**config.mk**
```make
export PLATFORM = sky130hd
export DESIGN_NAME = queue_occupancy_pacer
export DESIGN_NICKNAME = d
export VERILOG_FILES = /design/src/rtl/qop_pkg.sv /design/src/rtl/qop_regs.sv /design/src/rtl/qop_divider.sv /design/src/rtl/queue_occupancy_pacer.sv
export VERILOG_INCLUDE_DIRS = /design/src /design/src/rtl
export SDC_FILE = /design/constraint.sdc
export NUM_CORES = 2
export LEC_CHECK = 0
export BUFFER_PORTS_ARGS = -buffer_cell sky130_fd_sc_hd__buf_2
export CAP_MARGIN = 20
export CORE_MARGIN = 2
export CORE_UTILIZATION = 63
export CTS_CLUSTER_DIAMETER = 80
export DETAILED_ROUTE_END_ITERATION = 8
export GPL_TIMING_DRIVEN = 0
export PLACE_DENSITY = 0.82
export SLEW_MARGIN = 5
export SYNTH_ARGS = -nofsm -noshare
export SYNTH_HDL_FRONTEND = slang
export SYNTH_SLANG_ARGS = --single-unit
```
**constraint.sdc**
```tcl
create_clock -name aclk -period 6.32 [get_ports aclk]
set_input_delay 0.632 -clock aclk [delete_from_list [all_inputs] [get_ports aclk]]
set_output_delay 0.632 -clock aclk [all_outputs]
set_load 0.01 [all_outputs]
```
**src/rtl/assert_macros.svh**
```systemverilog
// ---------------------------------------------------------------------------
// Assertion macros shared by the queue occupancy pacer RTL.
// ---------------------------------------------------------------------------
`ifndef ASSERT_MACROS_SVH
`define ASSERT_MACROS_SVH

// A property that must hold at every rising edge outside reset.
`define QOP_ASSERT(lbl, clk, rstn, prop, msg) \
    lbl: assert property (@(posedge clk) disable iff (!rstn) prop) \
        else $error(msg);

// A condition that must never be seen at a rising edge outside reset.
`define QOP_ASSERT_NEVER(lbl, clk, rstn, expr, msg) \
    lbl: assert property (@(posedge clk) disable iff (!rstn) !(expr)) \
        else $error(msg);

`endif

```
**src/rtl/qop_pkg.sv**
```systemverilog
// ---------------------------------------------------------------------------
// qop_pkg
// Types, constants and helper functions of the queue occupancy pacer.
// ---------------------------------------------------------------------------
package qop_pkg;

    // Field widths.
    localparam int OCC_W    = 16;
    localparam int PKT_W    = 32;
    localparam int TIME_W   = 48;
    localparam int FUNC_W   = 2;
    localparam int PERIOD_W = 32;
    localparam int TOTAL_W  = 64;
    localparam int QCNT_W   = 32;

    // Register bus.
    localparam int APB_ADDR_W = 4;
    localparam int APB_DATA_W = 32;

    // Register indexes, taken from paddr[3:2].
    localparam logic [1:0] REG_MIN_OCC = 2'd0;
    localparam logic [1:0] REG_MAX_OCC = 2'd1;
    localparam logic [1:0] REG_PERIOD  = 2'd2;

    // Reset values.
    localparam logic [OCC_W-1:0]    MIN_OCC_RST = 16'd1;
    localparam logic [OCC_W-1:0]    MAX_OCC_RST = 16'd1024;
    localparam logic [PERIOD_W-1:0] PERIOD_RST  = 32'd10000;
    localparam logic [OCC_W-1:0]    TARGET_RST  = 16'd1024;

    // Event kinds.
    localparam logic [FUNC_W-1:0] FN_SATURATE = 2'd0;
    localparam logic [FUNC_W-1:0] FN_DEQUEUE  = 2'd1;
    localparam logic [FUNC_W-1:0] FN_QUERY    = 2'd2;

    // Configuration registers as seen by the datapath.
    typedef struct packed {
        logic [OCC_W-1:0]    min_occ;
        logic [OCC_W-1:0]    max_occ;
        logic [PERIOD_W-1:0] period;
    } qop_cfg_t;

    // Request to the shared divider.
    typedef struct packed {
        logic               start;
        logic [TOTAL_W-1:0] dividend;
        logic [QCNT_W-1:0]  divisor;
    } div_req_t;

    // Answer from the shared divider.
    typedef struct packed {
        logic               busy;
        logic               done;
        logic [TOTAL_W-1:0] quotient;
        logic               rem_nz;
    } div_rsp_t;

    // Clamp a wide value into [lo, hi]; the lower bound is tested first.
    function automatic logic [OCC_W-1:0] clamp_occ(input logic [TOTAL_W-1:0] v,
                                                   input logic [OCC_W-1:0]   lo,
                                                   input logic [OCC_W-1:0]   hi);
        logic [OCC_W-1:0] res;
        if (v < {{(TOTAL_W-OCC_W){1'b0}}, lo}) begin
            res = lo;
        end else if (v > {{(TOTAL_W-OCC_W){1'b0}}, hi}) begin
            res = hi;
        end else begin
            res = v[OCC_W-1:0];
        end
        return res;
    endfunction

endpackage

```
**src/rtl/qop_regs.sv**
```systemverilog
// ---------------------------------------------------------------------------
// qop_regs
// Register bank of the pacer: clamp bounds and window period over APB.
// ---------------------------------------------------------------------------
module qop_regs
    import qop_pkg::*;
(
    input  logic                  aclk,
    input  logic                  aresetn,
    input  logic                  psel,
    input  logic                  penable,
    input  logic                  pwrite,
    input  logic [APB_ADDR_W-1:0] paddr,
    input  logic [APB_DATA_W-1:0] pwdata,
    output logic [APB_DATA_W-1:0] prdata,
    output logic                  pready,
    output qop_cfg_t              cfg
);

    logic [OCC_W-1:0]    min_reg,    min_next;
    logic [OCC_W-1:0]    max_reg,    max_next;
    logic [PERIOD_W-1:0] period_reg, period_next;
    logic                wr_en;
    logic [1:0]          idx;

    assign pready = 1'b1;
    assign wr_en  = psel & penable & pwrite;
    assign idx    = paddr[3:2];

    // Write decode.
    always_comb begin
        min_next    = min_reg;
        max_next    = max_reg;
        period_next = period_reg;
        if (wr_en) begin
            case (idx)
                REG_MIN_OCC: min_next    = pwdata[OCC_W-1:0];
                REG_MAX_OCC: max_next    = pwdata[OCC_W-1:0];
                REG_PERIOD:  period_next = pwdata[PERIOD_W-1:0];
                default: ;
            endcase
        end
    end

    always_ff @(posedge aclk) begin
        if (!aresetn) begin
            min_reg    <= MIN_OCC_RST;
            max_reg    <= MAX_OCC_RST;
            period_reg <= PERIOD_RST;
        end else begin
            min_reg    <= min_next;
            max_reg    <= max_next;
            period_reg <= period_next;
        end
    end

    // Read-back multiplexer.
    always_comb begin
        case (idx)
            REG_MIN_OCC: prdata = {{(APB_DATA_W-OCC_W){1'b0}}, min_reg};
            REG_MAX_OCC: prdata = {{(APB_DATA_W-OCC_W){1'b0}}, max_reg};
            REG_PERIOD:  prdata = period_reg;
            default:     prdata = '0;
        endcase
    end

    assign cfg.min_occ = min_reg;
    assign cfg.max_occ = max_reg;
    assign cfg.period  = period_reg;

endmodule

```
**src/rtl/qop_divider.sv**
```systemverilog
// ---------------------------------------------------------------------------
// qop_divider
// Restoring divider, one quotient bit per cycle, with a remainder flag.
// ---------------------------------------------------------------------------
`include "assert_macros.svh"

module qop_divider
    import qop_pkg::*;
(
    input  logic     aclk,
    input  logic     aresetn,
    input  div_req_t req,
    output div_rsp_t rsp
);

    localparam int CNT_W = $clog2(TOTAL_W);

    logic               busy_reg, busy_next;
    logic               done_reg, done_next;
    logic [CNT_W-1:0]   cnt_reg,  cnt_next;
    logic [TOTAL_W-1:0] dvd_reg,  dvd_next;
    logic [QCNT_W-1:0]  rem_reg,  rem_next;
    logic [QCNT_W-1:0]  dvs_reg,  dvs_next;
    logic [QCNT_W:0]    trial;

    // One trial subtraction of the shifted remainder.
    assign trial = {rem_reg, dvd_reg[TOTAL_W-1]} - {1'b0, dvs_reg};

    always_comb begin
        busy_next = busy_reg;
        done_next = 1'b0;
        cnt_next  = cnt_reg;
        dvd_next  = dvd_reg;
        rem_next  = rem_reg;
        dvs_next  = dvs_reg;
        if (req.start) begin
            busy_next = 1'b1;
            cnt_next  = '0;
            dvd_next  = req.dividend;
            rem_next  = '0;
            dvs_next  = req.divisor;
        end else if (busy_reg) begin
            // The quotient bits fill the dividend register from the bottom.
            if (!trial[QCNT_W]) begin
                rem_next = trial[QCNT_W-1:0];
                dvd_next = {dvd_reg[TOTAL_W-2:0], 1'b1};
            end else begin
                rem_next = {rem_reg[QCNT_W-2:0], dvd_reg[TOTAL_W-1]};
                dvd_next = {dvd_reg[TOTAL_W-2:0], 1'b0};
            end
            cnt_next = cnt_reg + 1'b1;
            if (cnt_reg == CNT_W'(TOTAL_W - 1)) begin
                busy_next = 1'b0;
                done_next = 1'b1;
            end
        end
    end

    always_ff @(posedge aclk) begin
        if (!aresetn) begin
            busy_reg <= 1'b0;
            done_reg <= 1'b0;
            cnt_reg  <= '0;
        end else begin
            busy_reg <= busy_next;
            done_reg <= done_next;
            cnt_reg  <= cnt_next;
        end
        dvd_reg <= dvd_next;
        rem_reg <= rem_next;
        dvs_reg <= dvs_next;
    end

    assign rsp.busy     = busy_reg;
    assign rsp.done     = done_reg;
    assign rsp.quotient = dvd_reg;
    assign rsp.rem_nz   = |rem_reg;

    // A new division must not arrive while one is running.
    `QOP_ASSERT_NEVER(a_start_busy, aclk, aresetn, req.start && busy_reg,
        "divider started while busy")
    // Completion is reported only once the iterations have stopped.
    `QOP_ASSERT(a_done_idle, aclk, aresetn, done_reg |-> !busy_reg,
        "divider done while busy")
    // Every run ends with a completion pulse.
    `QOP_ASSERT(a_fell_done, aclk, aresetn, $fell(busy_reg) |-> done_reg,
        "divider stopped without done")

endmodule

```
**src/rtl/queue_occupancy_pacer.sv**
```systemverilog
// Flow: an accepted request is executed, then its result is loaded into the
// result register once that is free; a recompute over a non-zero query count
// first waits for the 64-step shared divider. One request at a time: the next is
// accepted only after the last result is handed over, so back-pressure holds it.
// Reset: synchronous, active low; control, estimator and configuration state
// return to defaults, the request and result data registers are not reset.
// ---------------------------------------------------------------------------
// queue_occupancy_pacer
// Tracks dequeue rate over a time window and returns a target occupancy.
// ---------------------------------------------------------------------------
`include "assert_macros.svh"

module queue_occupancy_pacer
    import qop_pkg::*;
(
    input  logic                  aclk,
    input  logic                  aresetn,
    // Request channel.
    input  logic                  s_tvalid,
    output logic                  s_tready,
    input  logic [79:0]           s_tdata,   // packets[31:0], time_us[79:32]
    input  logic [FUNC_W-1:0]     s_tuser,   // func[1:0]
    // Result channel.
    output logic                  m_tvalid,
    input  logic                  m_tready,
    output logic [OCC_W-1:0]      m_tdata,   // occupancy[15:0]
    // Register port.
    input  logic                  psel,
    input  logic                  penable,
    input  logic                  pwrite,
    input  logic [APB_ADDR_W-1:0] paddr,
    input  logic [APB_DATA_W-1:0] pwdata,
    output logic [APB_DATA_W-1:0] prdata,
    output logic                  pready
);

    // Sequencer states.
    localparam logic [1:0] ST_IDLE = 2'd0;
    localparam logic [1:0] ST_EXEC = 2'd1;
    localparam logic [1:0] ST_DIV  = 2'd2;
    localparam logic [1:0] ST_DONE = 2'd3;

    qop_cfg_t cfg;
    div_req_t div_req;
    div_rsp_t div_rsp;

    logic [1:0]          state_reg,  state_next;
    logic [FUNC_W-1:0]   func_reg,   func_next;
    logic [PKT_W-1:0]    pkts_reg,   pkts_next;
    logic [TIME_W-1:0]   now_reg,    now_next;
    logic                sat_reg,    sat_next;
    logic                boost_reg,  boost_next;
    logic [OCC_W-1:0]    target_reg, target_next;
    logic [TOTAL_W-1:0]  total_reg,  total_next;
    logic [TOTAL_W-1:0]  wbase_reg,  wbase_next;
    logic [QCNT_W-1:0]   qcnt_reg,   qcnt_next;
    logic [TIME_W-1:0]   wstart_reg, wstart_next;
    logic                mval_reg,   mval_next;
    logic [OCC_W-1:0]    occ_reg,    occ_next;

    logic [TIME_W:0]     win_end;
    logic [TIME_W:0]     half_end;
    logic [TOTAL_W-1:0]  ceil_q;

    qop_regs u_regs (
        .aclk    (aclk),
        .aresetn (aresetn),
        .psel    (psel),
        .penable (penable),
        .pwrite  (pwrite),
        .paddr   (paddr),
        .pwdata  (pwdata),
        .prdata  (prdata),
        .pready  (pready),
        .cfg     (cfg)
    );

    qop_divider u_div (
        .aclk    (aclk),
        .aresetn (aresetn),
        .req     (div_req),
        .rsp     (div_rsp)
    );

    assign s_tready = (state_reg == ST_IDLE);
    assign m_tvalid = mval_reg;
    assign m_tdata  = occ_reg;

    // Window ends, kept one bit wider so the sums never wrap.
    assign win_end  = {1'b0, wstart_reg} + {{(TIME_W+1-PERIOD_W){1'b0}}, cfg.period};
    assign half_end = {1'b0, wstart_reg}
                    + {{(TIME_W+2-PERIOD_W){1'b0}}, cfg.period[PERIOD_W-1:1]};

    // Quotient rounded up; a non-zero remainder implies a divisor above one.
    assign ceil_q = div_rsp.quotient + {{(TOTAL_W-1){1'b0}}, div_rsp.rem_nz};

    always_comb begin
        state_next       = state_reg;
        func_next        = func_reg;
        pkts_next        = pkts_reg;
        now_next         = now_reg;
        sat_next         = sat_reg;
        boost_next       = boost_reg;
        target_next      = target_reg;
        total_next       = total_reg;
        wbase_next       = wbase_reg;
        qcnt_next        = qcnt_reg;
        wstart_next      = wstart_reg;
        mval_next        = mval_reg & ~m_tready;
        occ_next         = occ_reg;
        div_req.start    = 1'b0;
        div_req.dividend = total_reg - wbase_reg;
        div_req.divisor  = qcnt_reg;

        case (state_reg)
            ST_IDLE: begin
                if (s_tvalid) begin
                    func_next  = s_tuser;
                    pkts_next  = s_tdata[PKT_W-1:0];
                    now_next   = s_tdata[PKT_W+TIME_W-1:PKT_W];
                    state_next = ST_EXEC;
                end
            end
            ST_EXEC: begin
                state_next = ST_DONE;
                case (func_reg)
                    FN_SATURATE: begin
                        sat_next = 1'b1;
                    end
                    FN_DEQUEUE: begin
                        // A recompute or an early dequeue restarts the window.
                        if (sat_reg || (win_end > {1'b0, now_reg})) begin
                            wbase_next  = total_reg;
                            qcnt_next   = '0;
                            boost_next  = 1'b0;
                            wstart_next = now_reg;
                        end
                        if (sat_reg) begin
                            sat_next = 1'b0;
                            if (qcnt_reg == '0) begin
                                target_next = clamp_occ('1, cfg.min_occ, cfg.max_occ);
                            end else begin
                                div_req.start = 1'b1;
                                state_next    = ST_DIV;
                            end
                        end
                        total_next = total_reg + {{(TOTAL_W-PKT_W){1'b0}}, pkts_reg};
                    end
                    FN_QUERY: begin
                        if (qcnt_reg != '1) begin
                            qcnt_next = qcnt_reg + 1'b1;
                        end
                        // Early in the window the target is doubled once.
                        if ((half_end > {1'b0, now_reg}) && !boost_reg) begin
                            boost_next  = 1'b1;
                            target_next = clamp_occ(
                                {{(TOTAL_W-OCC_W-1){1'b0}}, target_reg, 1'b0},
                                cfg.min_occ, cfg.max_occ);
                        end
                    end
                    default: ;
                endcase
            end
            ST_DIV: begin
                if (div_rsp.done) begin
                    target_next = clamp_occ(ceil_q, cfg.min_occ, cfg.max_occ);
                    state_next  = ST_DONE;
                end
            end
            ST_DONE: begin
                // Hand the target over once the result register is free.
                if (!mval_reg || m_tready) begin
                    mval_next  = 1'b1;
                    occ_next   = target_reg;
                    state_next = ST_IDLE;
                end
            end
            default: state_next = ST_IDLE;
        endcase
    end

    always_ff @(posedge aclk) begin
        if (!aresetn) begin
            state_reg  <= ST_IDLE;
            sat_reg    <= 1'b0;
            boost_reg  <= 1'b0;
            target_reg <= TARGET_RST;
            total_reg  <= '0;
            wbase_reg  <= '0;
            qcnt_reg   <= '0;
            wstart_reg <= '0;
            mval_reg   <= 1'b0;
        end else begin
            state_reg  <= state_next;
            sat_reg    <= sat_next;
            boost_reg  <= boost_next;
            target_reg <= target_next;
            total_reg  <= total_next;
            wbase_reg  <= wbase_next;
            qcnt_reg   <= qcnt_next;
            wstart_reg <= wstart_next;
            mval_reg   <= mval_next;
        end
        func_reg <= func_next;
        pkts_reg <= pkts_next;
        now_reg  <= now_next;
        occ_reg  <= occ_next;
    end

    // An accepted request is always executed in the following cycle.
    `QOP_ASSERT(a_accept_exec, aclk, aresetn,
        (s_tvalid && s_tready) |=> (state_reg == ST_EXEC),
        "accepted request not executed")
    // The divider is only started by a dequeue that finds the flag set.
    `QOP_ASSERT(a_div_start, aclk, aresetn,
        div_req.start |-> ((state_reg == ST_EXEC) && (func_reg == FN_DEQUEUE) && sat_reg),
        "divider started without a recompute")
    // The saturation flag is already clear while the divider runs.
    `QOP_ASSERT(a_div_flag, aclk, aresetn, (state_reg == ST_DIV) |-> !sat_reg,
        "saturation flag set during division")
    // While the sequencer waits, the divider is either running or just finished.
    `QOP_ASSERT(a_div_wait, aclk, aresetn,
        (state_reg == ST_DIV) |-> (div_rsp.busy || div_rsp.done),
        "sequencer waiting on an idle divider")
    // A new result appears only from the completion state.
    `QOP_ASSERT(a_result_src, aclk, aresetn,
        $rose(mval_reg) |-> $past(state_reg == ST_DONE),
        "result raised outside completion")

endmodule

```
==> impl_metrics.env <==
export IMPL_place_ws_ns=-1.56
export IMPL_max_freq_mhz=161
export IMPL_grt_pass1_vias=29713
export IMPL_synthArstFlopShare=0
export IMPL_cts_buffers=56
export IMPL_fin_nets=4885
export IMPL_cts_max_level=2
export IMPL_ys_seq_elements=527
export IMPL_total_power_w=0.0116
export IMPL_use_met3=0.0493
export IMPL_pin_count=176
export IMPL_overflow=0
export IMPL_critical_path_slowest_cell="nor4_1"
export IMPL_synth_edff_count=194
export IMPL_final_min_clock_period_ns=6.20
export IMPL_top_usage_layer="met2"
export IMPL_cts_tree="yes"
export IMPL_start_kind="register"
export IMPL_hold_path_startpoint="s_tdata[72]"
export IMPL_hold_viol_final=0
export IMPL_regArea_um2=12500
export IMPL_crit_family="compound AO/OA/AOI/OAI gates"
export IMPL_ys_seq_area_frac=0.350
export IMPL_final_max_slew_violation_count=0
export IMPL_post_route_period_util=0.981
export IMPL_worstSetupPathType="reg2reg"
export IMPL_met1_usage=0.445
export IMPL_p_leak_nw=16.7
export IMPL_drt_first_pass_iters=6
export IMPL_post_drt_via_cell_ratio=6.09
export IMPL_wire_per_inst_um=19.0
export IMPL_hpwl_mm=75.7
export IMPL_dr_total_vias=31686
export IMPL_grtUsageTotal=0.328
export IMPL_io_buffers=172
export IMPL_routed_wl_mm=98.9
export IMPL_peakVddDrop_mv=0.274
export IMPL_rows=87
export IMPL_post_synth_cell_area_avg_um2=8.60
export IMPL_worst_pin_slew_ns=0.905
export IMPL_drc=0
export IMPL_areaGrowthSynthToFinish_pct=11.7
export IMPL_finalSetupViolations=0
export IMPL_outcome="complete, no violations"
export IMPL_r2r_start="u_regs.period_reg[0]"
export IMPL_cts_hold_buf=0
export IMPL_cp_arrival_ns=6.70
export IMPL_critical_path_required_ns=6.82
export IMPL_synth_ff_type="dfxtp_1"
export IMPL_synth_warnings=0
export IMPL_finClkSkew_ns=0.0244
export IMPL_die_w_um=242
export IMPL_crit_top_cell="a21oi_1"
export IMPL_ant_nets=0
export IMPL_multiInputGateArea_um2=21900
export IMPL_grt_max_degree=49
export IMPL_initial_core_util=0.635
export IMPL_drive_above_1_share=0.0875
export IMPL_syn_inst=4151
export IMPL_p_per_area_nw_per_um2=290
export IMPL_final_cell_mix="486 x nand2_1, 366 x nor2_1, 356 x ha_1"
export IMPL_syn_area_um2=35700
export IMPL_hp_class="in2reg"
export IMPL_ys_types=91
export IMPL_r2r_end="qcnt_reg[13]"
export IMPL_root_buffer="clkbuf_16"
export IMPL_rrSetupSlack_ns=0.12
export IMPL_cp_num_buf_inv=1
export IMPL_place_gp_congestion=1.00
export IMPL_cp_end_kind="register"
export IMPL_grt_pass1_wl_mm=157
export IMPL_slew_headroom=0.381
export IMPL_dieArea_um2=58600
export IMPL_clk_latency_ns=0.63
export IMPL_numClockSinks=527
export IMPL_hold_depth=1
export IMPL_die_h_um=242
export IMPL_antenna_found_initial=1
export IMPL_critical_path_max_stage_delay_ns=0.81
export IMPL_drt_iter0_drc=2966
export IMPL_setup_slack_ns=0.121
export IMPL_cp_num_cells=25
export IMPL_reg2reg_depth=25
export IMPL_hold_end="now_reg[40]"
export IMPL_grt_util_met2=0.516
export IMPL_clock_path_buffers=3
export IMPL_cap_violations=0
export IMPL_path_max_fanout=10
export IMPL_clkTransAtPathRegs_ns=0.06
export IMPL_core_area_um2=56200
export IMPL_fillers=4447
export IMPL_synth_nets=4637
export IMPL_mostFrequentLayoutCell="nand2_1"
[worst max-delay path by stage]
| stage | from | to | slack (ns) |
|---|---|---|---|
| floorplan | wstart_reg[1] | target_reg[2] | 0.76 |
| global placement | wstart_reg[1] | target_reg[2] | -1.59 |
| detailed placement | wstart_reg[1] | target_reg[2] | -1.56 |
| CTS | u_regs.period_reg[0] | qcnt_reg[13] | 0.03 |
| global route | u_regs.period_reg[4] | target_reg[12] | -0.03 |
| finish | u_regs.period_reg[0] | qcnt_reg[13] | 0.12 |
[worst register-to-register path, cell delays in order (launching register included)]
cell	delay [ns]
dfxtp_1	0.33
ha_1	0.26
fa_1	0.47
a211oi_1	0.33
o21ai_1	0.17
a21oi_1	0.29
o21ai_0	0.21
a21oi_1	0.19
nor2b_1	0.08
o21ai_0	0.14
nand2b_1	0.07
a21oi_1	0.18
xnor2_1	0.10
ha_1	0.31
and4_1	0.24
nand2_1	0.09
nor4_1	0.81
nand4_1	0.25
a21boi_0	0.20
a311oi_2	0.32
o211ai_2	0.29
nand2_4	0.19
buf_4	0.20
nor3_1	0.09
xnor2_1	0.20
nor2_1	0.07
[cell usage after synthesis, drive strengths merged (8+ instances only)]
cell type,instances,area share
nand2,487,0.051
nor2,368,0.039
ha,356,0.12
a21oi,334,0.047
dfxtp,333,0.19
o21ai,255,0.036
inv,250,0.026
edfxtp,194,0.16
mux2i,160,0.045
xnor2,152,0.037
xor2,131,0.032
a21o,124,0.026
nand3,117,0.017
clkbuf,115,0.012
nand4,81,0.014
nor3,56,0.0082
a211oi,46,0.0097
o21a,43,0.0090
and3,40,0.0070
nor4,40,0.0083
nand2b,39,0.0068
a31oi,34,0.0060
and2,34,0.0060
nor2b,33,0.0058
buf,32,0.0052
o21bai,31,0.0065
and4,22,0.0054
o211ai,19,0.0041
o31ai,19,0.0041
or3,16,0.0028
o2111ai,14,0.0034
o22ai,12,0.0021
or2,12,0.0021
a221oi,11,0.0027
a31o,11,0.0027
a311oi,9,0.0022
a211o,8,0.0020
[repair_timing]
item	in CTS	in global routing
setup buffers	9	6
pin swaps	6	14
setup endpoints to repair	161	161
resized for setup	32	26
[metrics by stage]
stage	setup TNS (ns)	utilization	instances	cell area (µm²)	hold slack, ns
5_1_grt	-0.0475	0.709	5203	39800	0.161
3_5_place_dp	-163.16	0.669	5082	37500	0.481
2_1_floorplan	0	-	4151	35700	0.454
6_report	0	0.709	5204	39800	0.174
3_3_place_gp	-160.60	0.667	5079	37500	0.472
4_1_cts	0	0.706	5197	39700	0.147
[logic make-up after synthesis]
kind of cell | after synthesis | share of synthesized area
DFF | 527 | 0.350
xor gates and xnor gates | 283 | 0.0695
other | 1 | 0.000105
muxes | 167 | 0.0471
adders and majority gates | 361 | 0.128
buffers and inverters | 397 | 0.0436
AOI/OAI and AO/OA | 1034 | 0.180
and+or+nand+nor | 1381 | 0.182
[cell type report]
cell class	instances	area share
Multi-Input combinational cell	3227	0.549
Sequential cell	527	0.314
Clock buffer	82	0.0415
Timing Repair Buffer	190	0.0261
Tap cell	756	0.0237
Inverter	250	0.0236
Buffer	147	0.0160
Clock inverter	24	0.00638
Antenna cell	1	0.0000628
[where the power goes]
part           internal, W  switching, W  leakage [nW]
clock              0.00199       0.00141         0.947
combinational      0.00167       0.00240          11.2
sequential         0.00382      0.000264          4.56
total              0.00749       0.00408          16.7
[per-layer routing]
| metal | wire, µm | share of wire |
|---|---|---|
| met1 | 43100 | 0.44 |
| met2 | 43200 | 0.44 |
| met4 | 5000 | 0.051 |
| met3 | 7600 | 0.077 |
| met5 | 0 | 0 |
(Power assumes the default switching activity.)
